===== src/design/stl_pkg.sv =====
// Shared types, token kind codes and the keyword table of the source text lexer.
package stl_pkg;

  // Counter width of lengths, lines and columns (ports are fixed at 16 bits)
  localparam int COUNT_BITS    = 16;
  // Identifier bytes kept for keyword matching
  localparam int KEYWORD_CHARS = 10;
  localparam int KW_IDX_W      = $clog2(KEYWORD_CHARS);
  localparam int KW_LEN_W      = $clog2(KEYWORD_CHARS + 1);
  localparam int NUM_KW        = 21;
  localparam int KIND_W        = 6;

  // Result queue
  localparam int FIFO_DEPTH = 4;
  localparam int FIFO_PTR_W = $clog2(FIFO_DEPTH);
  localparam int FIFO_CNT_W = $clog2(FIFO_DEPTH + 1);

  // Token kinds
  localparam logic [KIND_W-1:0] KIND_IDENT      = 6'd0;
  localparam logic [KIND_W-1:0] KIND_TYPE_NAME  = 6'd1;
  localparam logic [KIND_W-1:0] KIND_INT        = 6'd2;
  localparam logic [KIND_W-1:0] KIND_FLOAT      = 6'd3;
  localparam logic [KIND_W-1:0] KIND_BOOL       = 6'd4;
  localparam logic [KIND_W-1:0] KIND_STRING     = 6'd5;
  localparam logic [KIND_W-1:0] KIND_OPER       = 6'd6;
  localparam logic [KIND_W-1:0] KIND_EQ         = 6'd7;
  localparam logic [KIND_W-1:0] KIND_LPAREN     = 6'd8;
  localparam logic [KIND_W-1:0] KIND_RPAREN     = 6'd9;
  localparam logic [KIND_W-1:0] KIND_LBRACE     = 6'd10;
  localparam logic [KIND_W-1:0] KIND_RBRACE     = 6'd11;
  localparam logic [KIND_W-1:0] KIND_SEMI       = 6'd12;
  localparam logic [KIND_W-1:0] KIND_DOT        = 6'd13;
  localparam logic [KIND_W-1:0] KIND_COMMA      = 6'd14;
  localparam logic [KIND_W-1:0] KIND_FNC        = 6'd15;
  localparam logic [KIND_W-1:0] KIND_EXTERN     = 6'd16;
  localparam logic [KIND_W-1:0] KIND_OPERATOR   = 6'd17;
  localparam logic [KIND_W-1:0] KIND_INCLUDE    = 6'd18;
  localparam logic [KIND_W-1:0] KIND_TYPE_KW    = 6'd19;
  localparam logic [KIND_W-1:0] KIND_REF        = 6'd20;
  localparam logic [KIND_W-1:0] KIND_VAL        = 6'd21;
  localparam logic [KIND_W-1:0] KIND_IMPLEMENT  = 6'd22;
  localparam logic [KIND_W-1:0] KIND_FOR        = 6'd23;
  localparam logic [KIND_W-1:0] KIND_DESTRUCTOR = 6'd24;
  localparam logic [KIND_W-1:0] KIND_GENERIC    = 6'd25;
  localparam logic [KIND_W-1:0] KIND_IF         = 6'd26;
  localparam logic [KIND_W-1:0] KIND_WHILE      = 6'd27;
  localparam logic [KIND_W-1:0] KIND_ELSE       = 6'd28;
  localparam logic [KIND_W-1:0] KIND_RET        = 6'd29;
  localparam logic [KIND_W-1:0] KIND_UNKNOWN    = 6'd30;
  localparam logic [KIND_W-1:0] KIND_EOF        = 6'd31;
  localparam logic [KIND_W-1:0] KIND_UNTERM     = 6'd32;

  // Lexer mode, one-hot
  typedef enum logic [5:0] {
    MODE_IDLE = 6'b000001,
    MODE_WORD = 6'b000010,
    MODE_NUM  = 6'b000100,
    MODE_OPER = 6'b001000,
    MODE_EQ   = 6'b010000,
    MODE_STR  = 6'b100000
  } lex_mode_e;

  // One token descriptor
  typedef struct packed {
    logic [KIND_W-1:0]     kind;
    logic [COUNT_BITS-1:0] token_length;
    logic [COUNT_BITS-1:0] start_line;
    logic [COUNT_BITS-1:0] start_column;
    logic                  last;
  } result_t;

  // Results of one byte, r0 first; n is 0, 1 or 2
  typedef struct packed {
    logic [1:0] n;
    result_t    r0;
    result_t    r1;
  } push_t;

  // Result queue status
  typedef struct packed {
    logic [FIFO_CNT_W-1:0] count;
    logic                  room;
  } fifo_status_t;

  // Keyword table entry; text holds the word right-justified, last char in byte 0
  typedef struct packed {
    logic [KEYWORD_CHARS-1:0][7:0] text;
    logic [KW_LEN_W-1:0]           len;
    logic [KIND_W-1:0]             kind;
  } kw_entry_t;

  localparam kw_entry_t KW_TABLE [NUM_KW] = '{
    '{text: "fnc",        len: KW_LEN_W'(3),  kind: KIND_FNC},
    '{text: "extern",     len: KW_LEN_W'(6),  kind: KIND_EXTERN},
    '{text: "operator",   len: KW_LEN_W'(8),  kind: KIND_OPERATOR},
    '{text: "include",    len: KW_LEN_W'(7),  kind: KIND_INCLUDE},
    '{text: "type",       len: KW_LEN_W'(4),  kind: KIND_TYPE_KW},
    '{text: "ref",        len: KW_LEN_W'(3),  kind: KIND_REF},
    '{text: "val",        len: KW_LEN_W'(3),  kind: KIND_VAL},
    '{text: "implement",  len: KW_LEN_W'(9),  kind: KIND_IMPLEMENT},
    '{text: "for",        len: KW_LEN_W'(3),  kind: KIND_FOR},
    '{text: "destructor", len: KW_LEN_W'(10), kind: KIND_DESTRUCTOR},
    '{text: "generic",    len: KW_LEN_W'(7),  kind: KIND_GENERIC},
    '{text: "int",        len: KW_LEN_W'(3),  kind: KIND_TYPE_NAME},
    '{text: "float",      len: KW_LEN_W'(5),  kind: KIND_TYPE_NAME},
    '{text: "bool",       len: KW_LEN_W'(4),  kind: KIND_TYPE_NAME},
    '{text: "str",        len: KW_LEN_W'(3),  kind: KIND_TYPE_NAME},
    '{text: "true",       len: KW_LEN_W'(4),  kind: KIND_BOOL},
    '{text: "false",      len: KW_LEN_W'(5),  kind: KIND_BOOL},
    '{text: "if",         len: KW_LEN_W'(2),  kind: KIND_IF},
    '{text: "while",      len: KW_LEN_W'(5),  kind: KIND_WHILE},
    '{text: "else",       len: KW_LEN_W'(4),  kind: KIND_ELSE},
    '{text: "ret",        len: KW_LEN_W'(3),  kind: KIND_RET}
  };

  // Saturating increment
  function automatic logic [COUNT_BITS-1:0] sat_inc(input logic [COUNT_BITS-1:0] v);
    return (&v) ? v : v + 1'b1;
  endfunction

  // Parallel compare of the held identifier against every keyword
  function automatic logic [KIND_W-1:0] word_kind(
    input logic [KEYWORD_CHARS-1:0][7:0] wbuf,
    input logic [COUNT_BITS-1:0]         len
  );
    logic [KIND_W-1:0] kind;
    logic              hit;
    kind = KIND_IDENT;
    if (len <= COUNT_BITS'(KEYWORD_CHARS)) begin
      for (int e = 0; e < NUM_KW; e++) begin
        hit = (COUNT_BITS'(KW_TABLE[e].len) == len);
        for (int j = 0; j < KEYWORD_CHARS; j++) begin
          if (j < int'(KW_TABLE[e].len)) begin
            hit = hit && (wbuf[j] == KW_TABLE[e].text[int'(KW_TABLE[e].len) - 1 - j]);
          end
        end
        if (hit) begin
          kind = KW_TABLE[e].kind;
        end
      end
    end
    return kind;
  endfunction

endpackage


===== src/design/stl_core.sv =====
// Lexer state and per-byte token logic: classifies one byte, emits up to two descriptors.
module stl_core (
  input  logic           clk_i,
  input  logic           rst_ni,
  input  logic           accept_i,
  input  logic           op_i,
  input  logic [7:0]     ch_i,
  output stl_pkg::push_t push_o
);
  import stl_pkg::*;

  lex_mode_e                     mode_q, mode_d;
  logic [KEYWORD_CHARS-1:0][7:0] word_buf_q, word_buf_d;
  logic [COUNT_BITS-1:0]         plen_q, plen_d;
  logic                          point_q, point_d;
  logic [COUNT_BITS-1:0]         tok_line_q, tok_line_d;
  logic [COUNT_BITS-1:0]         tok_col_q, tok_col_d;
  logic [COUNT_BITS-1:0]         line_q, line_d;
  logic [COUNT_BITS-1:0]         col_q, col_d;

  logic                  is_letter, is_digit, is_space, is_op, is_eq, is_quote;
  logic [KIND_W-1:0]     punct_kind;
  logic [COUNT_BITS-1:0] col_inc;
  logic [KIND_W-1:0]     flush_kind;
  logic [COUNT_BITS-1:0] flush_len;
  logic                  first_v, sec_v, do_disp;
  logic [KIND_W-1:0]     first_kind, sec_kind;
  logic [COUNT_BITS-1:0] first_len, sec_len;
  result_t               first_r, sec_r;

  // Byte classes
  always_comb begin
    is_letter = (ch_i >= "a" && ch_i <= "z") || (ch_i >= "A" && ch_i <= "Z") || ch_i == "_";
    is_digit  = ch_i >= "0" && ch_i <= "9";
    is_space  = ch_i == " " || (ch_i >= 8'd9 && ch_i <= 8'd13);
    is_op     = ch_i == "!" || ch_i == "~" || ch_i == "@" || ch_i == "#" || ch_i == "$" ||
                ch_i == "%" || ch_i == "^" || ch_i == "&" || ch_i == "*" || ch_i == "-" ||
                ch_i == "+" || ch_i == "\\" || ch_i == "/" || ch_i == "<" || ch_i == ">";
    is_eq     = ch_i == "=";
    is_quote  = ch_i == "\"";
    unique case (ch_i)
      "(":     punct_kind = KIND_LPAREN;
      ")":     punct_kind = KIND_RPAREN;
      "{":     punct_kind = KIND_LBRACE;
      "}":     punct_kind = KIND_RBRACE;
      ";":     punct_kind = KIND_SEMI;
      ".":     punct_kind = KIND_DOT;
      ",":     punct_kind = KIND_COMMA;
      default: punct_kind = KIND_UNKNOWN;
    endcase
  end

  assign col_inc = sat_inc(col_q);

  // Descriptor of the token held in the current mode
  always_comb begin
    flush_len = plen_q;
    unique case (mode_q)
      MODE_WORD: flush_kind = word_kind(word_buf_q, plen_q);
      MODE_NUM:  flush_kind = point_q ? KIND_FLOAT : KIND_INT;
      MODE_OPER: flush_kind = KIND_OPER;
      MODE_EQ: begin
        flush_kind = KIND_EQ;
        flush_len  = COUNT_BITS'(1);
      end
      MODE_STR:  flush_kind = KIND_UNTERM;
      default:   flush_kind = KIND_IDENT;
    endcase
  end

  // Next state and emitted descriptors
  always_comb begin
    mode_d     = mode_q;
    word_buf_d = word_buf_q;
    plen_d     = plen_q;
    point_d    = point_q;
    tok_line_d = tok_line_q;
    tok_col_d  = tok_col_q;
    line_d     = line_q;
    col_d      = col_q;
    first_v    = 1'b0;
    first_kind = flush_kind;
    first_len  = flush_len;
    sec_v      = 1'b0;
    sec_kind   = punct_kind;
    sec_len    = COUNT_BITS'(1);
    do_disp    = 1'b0;

    if (accept_i) begin
      if (op_i) begin
        // end of text: pending token, then the end marker
        first_v  = (mode_q != MODE_IDLE);
        sec_v    = 1'b1;
        sec_kind = KIND_EOF;
        sec_len  = '0;
        mode_d   = MODE_IDLE;
      end else begin
        col_d = col_inc;
        unique case (mode_q)
          MODE_STR: begin
            if (is_quote) begin
              first_v    = 1'b1;
              first_kind = KIND_STRING;
              mode_d     = MODE_IDLE;
            end else begin
              plen_d = sat_inc(plen_q);
            end
          end
          MODE_WORD: begin
            if (is_letter || is_digit) begin
              if (plen_q < COUNT_BITS'(KEYWORD_CHARS)) begin
                word_buf_d[plen_q[KW_IDX_W-1:0]] = ch_i;
              end
              plen_d = sat_inc(plen_q);
            end else begin
              first_v = 1'b1;
              do_disp = 1'b1;
            end
          end
          MODE_NUM: begin
            if (is_digit || ch_i == ".") begin
              if (ch_i == ".") begin
                point_d = 1'b1;
              end
              plen_d = sat_inc(plen_q);
            end else begin
              first_v = 1'b1;
              do_disp = 1'b1;
            end
          end
          MODE_OPER: begin
            if (is_op || is_eq) begin
              plen_d = sat_inc(plen_q);
            end else begin
              first_v = 1'b1;
              do_disp = 1'b1;
            end
          end
          MODE_EQ: begin
            if (is_eq) begin
              first_v    = 1'b1;
              first_kind = KIND_OPER;
              first_len  = COUNT_BITS'(2);
              mode_d     = MODE_IDLE;
            end else begin
              first_v = 1'b1;
              do_disp = 1'b1;
            end
          end
          default: do_disp = 1'b1;
        endcase

        // this byte opens a new token or stands alone
        if (do_disp) begin
          mode_d     = MODE_IDLE;
          tok_line_d = line_q;
          tok_col_d  = col_inc;
          plen_d     = COUNT_BITS'(1);
          point_d    = 1'b0;
          priority if (is_space) begin
            tok_line_d = tok_line_q;
            tok_col_d  = tok_col_q;
            plen_d     = plen_q;
            point_d    = point_q;
          end else if (is_quote) begin
            mode_d = MODE_STR;
            plen_d = '0;
          end else if (is_letter) begin
            mode_d        = MODE_WORD;
            word_buf_d[0] = ch_i;
          end else if (is_digit) begin
            mode_d = MODE_NUM;
          end else if (is_op) begin
            mode_d = MODE_OPER;
          end else if (is_eq) begin
            mode_d = MODE_EQ;
          end else begin
            sec_v      = 1'b1;
            tok_line_d = tok_line_q;
            tok_col_d  = tok_col_q;
            plen_d     = plen_q;
            point_d    = point_q;
          end
        end

        if (ch_i == 8'h0a) begin
          line_d = sat_inc(line_q);
          col_d  = '0;
        end
      end
    end
  end

  // Pack the results in order, marking the final one
  always_comb begin
    first_r = '{kind: first_kind, token_length: first_len, start_line: tok_line_q,
                start_column: tok_col_q, last: !sec_v};
    sec_r   = '{kind: sec_kind, token_length: sec_len, start_line: line_q,
                start_column: col_inc, last: 1'b1};
    push_o.n = {1'b0, first_v} + {1'b0, sec_v};
    if (first_v) begin
      push_o.r0 = first_r;
      push_o.r1 = sec_r;
    end else begin
      push_o.r0 = sec_r;
      push_o.r1 = sec_r;
    end
  end

  // Control and position state
  always_ff @(posedge clk_i or negedge rst_ni) begin
    if (!rst_ni) begin
      mode_q     <= MODE_IDLE;
      plen_q     <= '0;
      point_q    <= 1'b0;
      tok_line_q <= '0;
      tok_col_q  <= '0;
      line_q     <= COUNT_BITS'(1);
      col_q      <= '0;
    end else begin
      mode_q     <= mode_d;
      plen_q     <= plen_d;
      point_q    <= point_d;
      tok_line_q <= tok_line_d;
      tok_col_q  <= tok_col_d;
      line_q     <= line_d;
      col_q      <= col_d;
    end
  end

  // Identifier bytes, no reset
  always_ff @(posedge clk_i) begin
    word_buf_q <= word_buf_d;
  end

endmodule


===== src/design/stl_fifo.sv =====
// Result queue: takes up to two descriptors per cycle, delivers one word per handshake.
module stl_fifo (
  input  logic                  clk_i,
  input  logic                  rst_ni,
  input  stl_pkg::push_t        push_i,
  output logic                  out_valid_o,
  input  logic                  out_ready_i,
  output stl_pkg::result_t      result_o,
  output stl_pkg::fifo_status_t status_o
);
  import stl_pkg::*;

  result_t               mem_q [FIFO_DEPTH];
  logic [FIFO_PTR_W-1:0] wr_ptr_q, wr_ptr_d, wr_ptr_nx;
  logic [FIFO_PTR_W-1:0] rd_ptr_q, rd_ptr_d;
  logic [FIFO_CNT_W-1:0] count_q, count_d;
  logic                  pop;

  assign pop       = out_valid_o && out_ready_i;
  assign wr_ptr_nx = wr_ptr_q + 1'b1;
  assign wr_ptr_d  = wr_ptr_q + FIFO_PTR_W'(push_i.n);
  assign rd_ptr_d  = rd_ptr_q + FIFO_PTR_W'(pop);
  assign count_d   = count_q + FIFO_CNT_W'(push_i.n) - FIFO_CNT_W'(pop);

  assign out_valid_o     = (count_q != '0);
  assign result_o        = mem_q[rd_ptr_q];
  assign status_o.count  = count_q;
  assign status_o.room   = (count_q <= FIFO_CNT_W'(FIFO_DEPTH - 2));

  // Storage
  always_ff @(posedge clk_i) begin
    if (push_i.n != 2'd0) begin
      mem_q[wr_ptr_q] <= push_i.r0;
    end
    if (push_i.n == 2'd2) begin
      mem_q[wr_ptr_nx] <= push_i.r1;
    end
  end

  // Pointers and fill level
  always_ff @(posedge clk_i or negedge rst_ni) begin
    if (!rst_ni) begin
      wr_ptr_q <= '0;
      rd_ptr_q <= '0;
      count_q  <= '0;
    end else begin
      wr_ptr_q <= wr_ptr_d;
      rd_ptr_q <= rd_ptr_d;
      count_q  <= count_d;
    end
  end

endmodule


===== src/design/source_text_lexer.sv =====
// Source text lexer top level: one text byte in per cycle, token descriptors out.
// Each descriptor is registered in the result queue and offered behind any older words.
// Throughput: one byte per cycle while in_ready_o is high; a byte that ends one token and
// emits another gives two words that leave one at a time through a four-entry result queue.
// in_ready_o drops while the queue has fewer than two free entries.
// Reset: idle between tokens, line 1, column 0, queue empty; no clearing pass.
module source_text_lexer (
  input  logic        clk_i,
  input  logic        rst_ni,
  input  logic        in_valid_i,
  output logic        in_ready_o,
  input  logic        op_i,
  input  logic [7:0]  ch_i,
  output logic        out_valid_o,
  input  logic        out_ready_i,
  output logic [5:0]  kind_o,
  output logic [15:0] token_length_o,
  output logic [15:0] start_line_o,
  output logic [15:0] start_column_o,
  output logic        last_o
);
  import stl_pkg::*;

  logic         accept;
  push_t        push;
  result_t      result;
  fifo_status_t status;

  assign in_ready_o = status.room;
  assign accept     = in_valid_i && in_ready_o;

  // Lexer core
  stl_core u_core (
    .clk_i    (clk_i),
    .rst_ni   (rst_ni),
    .accept_i (accept),
    .op_i     (op_i),
    .ch_i     (ch_i),
    .push_o   (push)
  );

  // Result queue
  stl_fifo u_fifo (
    .clk_i       (clk_i),
    .rst_ni      (rst_ni),
    .push_i      (push),
    .out_valid_o (out_valid_o),
    .out_ready_i (out_ready_i),
    .result_o    (result),
    .status_o    (status)
  );

  assign kind_o         = result.kind;
  assign token_length_o = result.token_length;
  assign start_line_o   = result.start_line;
  assign start_column_o = result.start_column;
  assign last_o         = result.last;

  // End of text always leaves at least its end marker waiting
  assert property (@(posedge clk_i) disable iff (!rst_ni)
    (accept && op_i) |=> out_valid_o)
    else $error("end of text accepted but no word waiting");

  // Queue never overfills
  assert property (@(posedge clk_i) disable iff (!rst_ni)
    status.count <= FIFO_CNT_W'(FIFO_DEPTH))
    else $error("result queue overflow");

  // A pair of results carries last only on the second
  assert property (@(posedge clk_i) disable iff (!rst_ni)
    (push.n == 2'd2) |-> (push.r1.last && !push.r0.last))
    else $error("wrong last marking on a result pair");

  // Nothing is pushed without an accepted word
  assert property (@(posedge clk_i) disable iff (!rst_ni)
    !accept |-> (push.n == 2'd0))
    else $error("result pushed without input");

endmodule


===== config.mk =====
export PLATFORM = sky130hd
export DESIGN_NAME = source_text_lexer
export DESIGN_NICKNAME = d
export VERILOG_FILES = /design/src/design/stl_pkg.sv /design/src/design/stl_core.sv /design/src/design/stl_fifo.sv /design/src/design/source_text_lexer.sv
export SDC_FILE = /design/constraint.sdc
export NUM_CORES = 1
export LEC_CHECK = 0
export ABC_AREA = 1
export BUFFER_PORTS_ARGS = -buffer_cell sky130_fd_sc_hd__buf_4
export CORE_ASPECT_RATIO = 1.4
export CORE_MARGIN = 4
export CORE_UTILIZATION = 50
export CTS_CLUSTER_DIAMETER = 100
export CTS_CLUSTER_SIZE = 20
export DETAILED_ROUTE_END_ITERATION = 16
export PLACE_DENSITY = 0.66
export SLEW_MARGIN = 10
export SYNTH_ARGS = -nofsm -noshare
export SYNTH_HDL_FRONTEND = slang
export SYNTH_SLANG_ARGS = --single-unit

===== constraint.sdc =====
create_clock -name clk_i -period 10.9 [get_ports clk_i]
set_input_delay 0.545 -clock clk_i [delete_from_list [all_inputs] [get_ports clk_i]]
set_output_delay 0.545 -clock clk_i [all_outputs]
set_load 0.05 [all_outputs]

; After elaboration in Yosys (flattened, before gate mapping)
; Memory sizes are Yosys's and may differ from the RTL's.
; Cells that the tools add are included.
[classes]
n_addsub = 9
bitwise = 3
order_cmp = 13
n_eq_ne = 114
muxes = 311
n_reduce_logical = 142
[ops]
columns = cell, count
row1 = $eq A8 B7 Y1 const B, 70
row2 = $mux W16, 30
row3 = $mux W1, 225
row4 = $eq A8 B6 Y1 const B, 19
row5 = $mux W110, 1
row6 = $mux W5, 22
row7 = $logic_and A1 B1 Y1, 103
row8 = $mux W6, 15
row9 = $bwmux W80, 1
row10 = $eq A3 B16 Y1 const A, 4
row11 = $mux W8, 8
row12 = $pmux W16 S4, 1
row13 = $add A16 B1 Y16 const B, 3
row14 = $eq A4 B16 Y1 const A, 3
row15 = $reduce_and A16 Y1, 3
row16 = $pmux W5 S7, 1
row17 = $demux W8 S4, 1
row18 = $eq A2 B16 Y1 const A, 2
row19 = $pmux W6 S5, 1
row20 = $pmux W6 S2, 2
row21 = $logic_or A1 B1 Y1, 20
row22 = $ge A8 B7 Y1 const B, 2
row23 = $le A16 B4 Y1 const B, 1
row24 = $le A8 B7 Y1 const B, 2
row25 = other kinds (39), 52
[word_totals]
output_inout_bits = 57
in_bits = 13
word_cells = 613
mem_bits_rw = 220
regBits = 174
mem_count = 1
[memory_table]
columns = memory, words, word_bits, rd, rd_clocked_by_memory_dff, wr, line
row1 = u_fifo.mem_q, 4, 55, 1, 0, 2, stl_fifo.sv:13  ; result_t mem_q [FIFO_DEPTH];

; Depth between registers and ports, before layout
; Gate-level depths: netlist of the first run.
[depth]
ltp_word = 51
depth_mapped = 24
depth_no_buf = 20

; Modules after synthesis
; From an unflattened synthesis of the first run, not the netlist that was laid out.
[hier_totals]
hier_cells = 2482
hier_area_um2 = 21667.0
[modules_own_cells]
columns = mod, cells_each, n_inst, area_per_inst_um2, seq_area_each_um2
row1 = stl_fifo, 1190, 1, 11477.3, 6781.5
row2 = stl_core, 1290, 1, 10182.3, 4581.9
row3 = source_text_lexer, 2, 1, 7.5, 0.0

; Worst setup path before layout of the first run
; OpenSTA, ideal clock, no wires.
[synth_path]
path_kind = reg-to-reg
startpoint = register u_fifo.count_q[1]
endpoint = memory u_fifo.mem_q[3][45] in the netlist's numbering
setup_ns = 0.131
path_slack_ns = 5.993
path_buffers = 2
t_arrival_ns = 4.777
stages_incl_launch_ff = 18
path_cell_list = dfrtp_1 > a21oi_1 > nand2_1 > nor2_1 > clkinv_1 > nor2_1 > o21ai_2 > nand2_2 > inv_2 > buf_2 > ha_1 > nor3_1 > inv_1 > nand2_1 > inv_1 > clkbuf_1 > nand2_1 > o21ai_0
[synth_rtl]
columns = item, line
row1 = from (decl), stl_fifo.sv:16  ; logic [FIFO_CNT_W-1:0] count_q, count_d;
row2 = from (signal assigned), stl_fifo.sv:49  ; count_q <= count_d;
row3 = to (decl), stl_fifo.sv:13

==> results.py, run 1 <==
metrics = {
    "synthesis": {
        "synth-xor-area-share_pct": 1.75,
        "ys_ff_latch": 394,
        "avgSynthCellArea_sq_um": 8.48,
        "synth_simple_gate_area_share_pct": 23.0,
        "synthCells": 2352,
        "syn_area_sq_um": 19900,
        "synthAdderAreaFrac_pct": 0.979,
        "synth_top_family_by_area": "simple AND/OR/NAND/NOR gates",
        "synthesis.nets": 2380,
        "seq_area_frac_synth_pct": 53.4,
        "synthMuxAreaShare_pct": 0,
        "synth-compound-area-share_pct": 14.2,
        "yosysWarnings": 0,
        "ys_types": 51,
    },
    "worst_setup_path": {
        "cp.arrival_ps": 6770,
        "cp_max_fo": 73,
        "start_kind": "flip-flop",
        "critPathCaptureType": "flip-flop",
        "critPathKind": "reg2reg",
        "timing.critical_path.required_ps": 11320,
    },
    "sta": {
        "tightest_slew_ps": 1180,
        "setup_ws_ps": 4550,
        "tns_ps": 0,
        "timing.fmax_mhz": 158,
        "min_period_ps": 6350,
        "report.final.slew_viol_count": 0,
        "rsz0062_at_grt": "false",
        "fin_crit_sh_pct": 58.2,
        "hold_viol": 0,
        "relSlewSlack_pct": 21.1,
        "setup_viol": 0,
        "finClkSkew_ps": 13.2,
    },
    "routing": {
        "via_count": 17000,
        "antenna_left": 0,
        "post_drt_wl_per_cell_um": 20.4,
        "routed_wl_mm": 59.4,
        "drc": 0,
        "drtIter0Drc": 1559,
        "dr.pass1.iters": 6,
        "viasPerCell": 5.85,
    },
    "global_routing": {
        "grt_pass1_wl_mm": 91.3,
        "grt_pass1_vias": 16700,
        "antenna_found_initial": 0,
        "grt.overflow.total": 0,
        "grt_max_degree": 111,
        "grt_use_total_pct": 26.7,
    },
    "place": {
        "dp_hpwl_mm": 40.7,
        "dp_cells": 2867,
        "portBuffers": 69,
        "dpl_worst_slack_ps": 4460,
        "gp_congestion": 0.988,
    },
    "clock_tree": {
        "clkTransAtPathRegs_ps": 80,
        "cts-root-buf": "clkbuf_16",
        "cts_tree": "yes",
        "h-tree-depth": 1,
        "clk_latency_ps": 560,
        "cts.sinks": 394,
        "cts_buffer_depth": 3,
        "cts_made_buffers": 23,
        "post_cts_buffers": 0,
    },
    "final_layout": {
        "final_common_cell": "nand2_1",
        "layout.cells.non_filler": 2909,
        "drive_above_1_share_pct": 7.73,
        "layout_common_cells": "420 x nand2_1, 297 x nor2_1, 271 x o21ai_0",
        "final_nets": 2393,
        "fillerInstances": 3718,
        "antennaDiodeCount": 0,
        "syn2layout_area_growth_pct": 7.94,
    },
    "run_status": {
        "outcome": "finished clean",
    },
    "floorplanning": {
        "die_h_um": 244,
        "die-area_sq_um": 43200,
        "initial_utilization_pct": 50.6,
        "die_w_um": 177,
        "top_level_ports": 70,
        "core-area_sq_um": 39400,
        "rows": 86,
    },
    "pwr": {
        "ir_worst_vdd_mv": 0.188,
        "power_mw": 4.91,
        "p_leak_nw": 8.12,
        "power_density_nw_per_um2": 228,
    },
    "min_path": {
        "hold_class": "in2reg",
    },
    "flow_run": {
        "maxCapViolCount": 0,
    },
}
## synth_stat cells, drive strengths merged
cell type / count / share of area (%)
edfxtp: 228 / 34
buf: 28 / 0.92
o21a: 2 / 0.075
nor2: 302 / 5.8
dfrtp: 92 / 12
nand3: 182 / 4.6
o22ai: 137 / 4.3
o21ai: 338 / 9.0
fa: 1 / 0.10
inv: 230 / 4.3
clkbuf: 77 / 1.5
dfxtp: 72 / 7.2
o221ai: 1 / 0.044
ha: 14 / 0.88
nor4: 13 / 0.47
dfstp: 2 / 0.26
a21oi: 17 / 0.48
o211ai: 4 / 0.15
nor3b: 3 / 0.11
a31oi: 1 / 0.031
and3: 2 / 0.063
xnor2: 6 / 0.26
nand3b: 2 / 0.075
clkinv: 4 / 0.075
a32oi: 1 / 0.044
nor4b: 1 / 0.044
nor3: 74 / 2.0
nand4: 42 / 1.3
a21boi: 2 / 0.075
or2: 13 / 0.41
nand2: 427 / 8.1
and2: 1 / 0.031
xor2: 33 / 1.5
## kinds of logic after synthesis
kind of cell | after synthesis
xor gates and xnor gates | 39
adders and majority gates | 15
DFF | 394
AOI/OAI and AO/OA | 503
and+or+nand+nor | 1062
buffers and inverters | 339
## critical path, cell delays in order (launching register included)
cell and delay [ps]:
dfrtp_1 420, a21oi_1 210, nand2_1 140, nor2_2 90, buf_4 320, clkinv_1 400, nor2_1 220, o21ai_2 110
nand2_2 60, buf_4 680, inv_2 420, ha_1 390, nor3_2 170, buf_4 360, inv_1 70, buf_4 260
nand2_2 900, inv_1 610, nand2_1 190, o21ai_0 100
## per-stage QoR
stage | area (sq um) | hold WS (ps) | utilization, %
finish | 21500 | 263 | 54.7
floorplan | 19900 | 249 | -
global route | 21500 | 273 | 54.7
global placement | 20900 | 434 | 53.0
CTS | 21500 | 258 | 54.7
detailed placement | 20900 | 440 | 53.0
## final cells by class
class | count | area, sq um | area share [%]
multi-input combinational | 1619 | 7980 | 37.1
inverter | 234 | 878 | 4.08
clock buffer | 39 | 636 | 2.95
tap | 528 | 661 | 3.07
timing repair buffer | 93 | 701 | 3.26
sequential | 394 | 10600 | 49.5
clock inverter | 2 | 23.8 | 0.110
## state kept, by name (all words and copies together), names as in the netlist
name / cells
u_core.col_q: 16
u_core.line_q: 16
u_core.mode_q: 6
u_core.plen_q: 16
u_core.point_q: 1
u_core.tok_col_q: 16
u_core.tok_line_q: 16
u_core.word_buf_q: 80
u_fifo.count_q: 3
u_fifo.mem_q: 220
u_fifo.rd_ptr_q: 2
u_fifo.wr_ptr_q: 2
## final timing paths
path,cells past startpoint,to,slack (ps),start
hold reg to reg,2,u_fifo.mem_q[2][34],460,u_fifo.mem_q[2][34]
max in group asynchronous,3,u_fifo.rd_ptr_q[0],9100,rst_ni
setup / recovery,19,u_fifo.mem_q[2][41],4550,u_fifo.count_q[2]
min in group asynchronous,2,u_core.plen_q[7],520,rst_ni
setup reg to reg,19,u_fifo.mem_q[2][41],4550,u_fifo.count_q[2]
hold / removal,1,u_core.word_buf_q[14],260,ch_i[6]
## layer usage
layer	up-vias	wire (um)	part of all wire, %	GRT usage (%)
met2	598	31200	52	48.9
met5	-	0	0	0
met4	0	2960	5.0	13.0
met1	8179	22200	37	30.8
li1	8086	-	-	-
met3	160	3090	5.2	3.14
## power by group
part	leakage [nW]	total (mW)	internal [mW]	switching [mW]
logic	3.93	2.09	0.540	1.55
registers	3.87	1.93	1.81	0.121
clock network	0.320	0.892	0.412	0.481
total	8.12	4.91	2.76	2.15
## repair_timing
action                                 4_1_cts  5_1_grt
resized for setup                            0        0
hold buffers                                 1        0
endpoints found under the hold margin        8        0
(Power assumes the default switching activity.)
==> run 2: changes to the inputs <==
--- a/config.mk
+++ b/config.mk
@@ -13,7 +13,7 @@
 export CTS_CLUSTER_DIAMETER = 100
 export CTS_CLUSTER_SIZE = 20
 export DETAILED_ROUTE_END_ITERATION = 16
-export PLACE_DENSITY = 0.66
+export PLACE_DENSITY = 0.68
 export SLEW_MARGIN = 10
 export SYNTH_ARGS = -nofsm -noshare
 export SYNTH_HDL_FRONTEND = slang
==> constraint.sdc (replaced) <==
create_clock -name clk_i -period 5.1 [get_ports clk_i]
set_input_delay 0.255 -clock clk_i [delete_from_list [all_inputs] [get_ports clk_i]]
set_output_delay 0.255 -clock clk_i [all_outputs]
set_load 0.05 [all_outputs]
==> results.py, run 2 (same netlist as run 1, synthesis figures left out) <==
metrics = {
    "run_status": {
        "outcome": "finished clean",
    },
    "worst_setup_path": {
        "cp_max_fo": 34,
        "cp_slowest_cell": "nor3_1",
        "reg2regPathDepth": 15,
        "cpPeakStageDelay_ps": 570,
        "start_kind": "flip-flop",
        "path_cells": "inv_1, nand2_1, nor3_2, nand3_2, inv_1, a21oi_4, nand2_4, o211ai_1, o21ai_1, ha_1, inv_1, nor3_1, inv_1, nand2_2, buf_4",
        "critPathCaptureType": "flip-flop",
        "timing.critical_path.required_ps": 5280,
        "cp.arrival_ps": 4690,
        "cp_common_cell": "inv_1",
        "critPathKind": "reg2reg",
    },
    "floorplanning": {
        "die-area_sq_um": 43200,
        "die_h_um": 244,
        "rows": 86,
        "initial_utilization_pct": 50.6,
        "die_w_um": 177,
        "top_level_ports": 70,
        "core-area_sq_um": 39400,
    },
    "sta": {
        "min_period_ps": 4510,
        "tightest_slew_ps": 1050,
        "finClkSkew_ps": 26.8,
        "setup_viol": 0,
        "tns_ps": 0,
        "report.final.slew_viol_count": 0,
        "relSlewSlack_pct": 30.0,
        "fin_crit_sh_pct": 88.4,
        "rsz0062_at_grt": "false",
        "timing.fmax_mhz": 222,
        "hold_viol": 0,
    },
    "pwr": {
        "ir_worst_vdd_mv": 0.332,
        "power_density_nw_per_um2": 487,
        "p_leak_nw": 8.17,
    },
    "routing": {
        "post_drt_wl_per_cell_um": 20.4,
        "routed_wl_mm": 59.7,
        "drc": 0,
        "dr.pass1.iters": 6,
        "antenna_left": 0,
        "via_count": 17000,
        "drtIter0Drc": 1543,
        "viasPerCell": 5.84,
    },
    "final_layout": {
        "regMostFlops": "u_fifo.mem_q",
        "final_nets": 2403,
        "final_common_cell": "nand2_1",
        "largest_reg_flops": 220,
        "reg_top3": "u_fifo.mem_q x220, u_core.word_buf_q x80",
        "drive_above_1_share_pct": 7.98,
        "layout_common_cells": "420 x nand2_1, 297 x nor2_1, 271 x o21ai_0",
        "syn2layout_area_growth_pct": 8.48,
        "final_core_util_pct": 54.9,
    },
    "clock_tree": {
        "cts_tree": "yes",
        "clk_latency_ps": 560,
        "cts_made_buffers": 23,
        "h-tree-depth": 1,
        "clkTransAtPathRegs_ps": 90,
        "cts_resized": 0,
        "cts.sinks": 394,
        "cts_buffer_depth": 3,
        "cts-root-buf": "clkbuf_16",
    },
    "global_routing": {
        "grt_pass1_vias": 16600,
        "grt_use_total_pct": 26.8,
        "antenna_found_initial": 1,
        "grt_pass1_wl_mm": 91.1,
        "grt.overflow.total": 0,
        "grt_max_degree": 67,
    },
    "place": {
        "portBuffers": 69,
        "gp_congestion": 1.01,
        "dp_hpwl_mm": 41.7,
    },
    "min_path": {
        "hold-path-cell-count": 1,
        "hold_class": "in2reg",
    },
    "flow_run": {
        "maxCapViolCount": 0,
    },
}
## run 2: changes by cell type in the layout (fill, tap and decap cells not counted), sizes merged
cell         previous run  this run
buf                    92        99
dlygate4sd3             1         4
diode                   0         1
clkinv                  4         5
bufinv                  1         0
clkbuf                 39        40
## run 2: report_power, final
part	switching, mW	internal [mW]
clock network	1.02	0.862
registers	0.293	3.87
logic	3.31	1.18
total	4.62	5.91
## run 2: final cells by class
class                      instances  area, sq um
inverter                         234          878
multi-input combinational       1619         7980
clock inverter                     2         17.5
timing repair buffer             103          808
fill                            3710        17800
antenna                            1         2.50
clock buffer                      40          639
tap                              528          661
sequential                       394        10600
## run 2: stage by stage
stage | instance area, sq um | worst slack, ps | hold slack [ps] | power (mW) | instances
floorplan | 19900 | 193 | -40.6 | 7.20 | 2352
global placement | 20900 | 799 | 303 | 8.62 | 2874
detailed placement | 20900 | 622 | 314 | 8.71 | 2874
CTS | 21600 | 668 | 18.1 | 10.6 | 2920
global route | 21600 | 232 | 31.4 | 11.0 | 2920
finish | 21600 | 592 | 43.7 | 10.5 | 2921
## run 2: metal layers
metal,share of wire [%],global-route usage (%)
met1,37,30.4
met2,52,49.5
met3,5.4,2.89
met4,5.2,13.3
met5,0,0
## run 2: worst paths after layout
kind,from,end,slack (ps)
min reg2reg,u_fifo.mem_q[1][34],u_fifo.mem_q[1][34],460
max in group asynchronous,rst_ni,u_fifo.rd_ptr_q[0],3610
min in group asynchronous,rst_ni,u_core.plen_q[13],250
max reg2reg,u_core.mode_q[2],u_fifo.mem_q[3][21],590
min,ch_i[3],u_core.word_buf_q[75],40
max,u_core.mode_q[2],u_fifo.mem_q[3][21],590
## run 2: what timing repair did
action,in CTS,in global routing
setup buffers,0,0
hold buffers,4,0
setup endpoints to repair,0,0
endpoints found under the hold margin,69,0
## run 2: worst max-delay path: cells and delay by family (launching register included)
family / cells / cell delay (ps)
and+or+nand+nor: 6 / 1730
buffers and inverters: 5 / 1180
AOI/OAI and AO/OA: 3 / 560
DFF: 1 / 400
adders and majority gates: 1 / 230
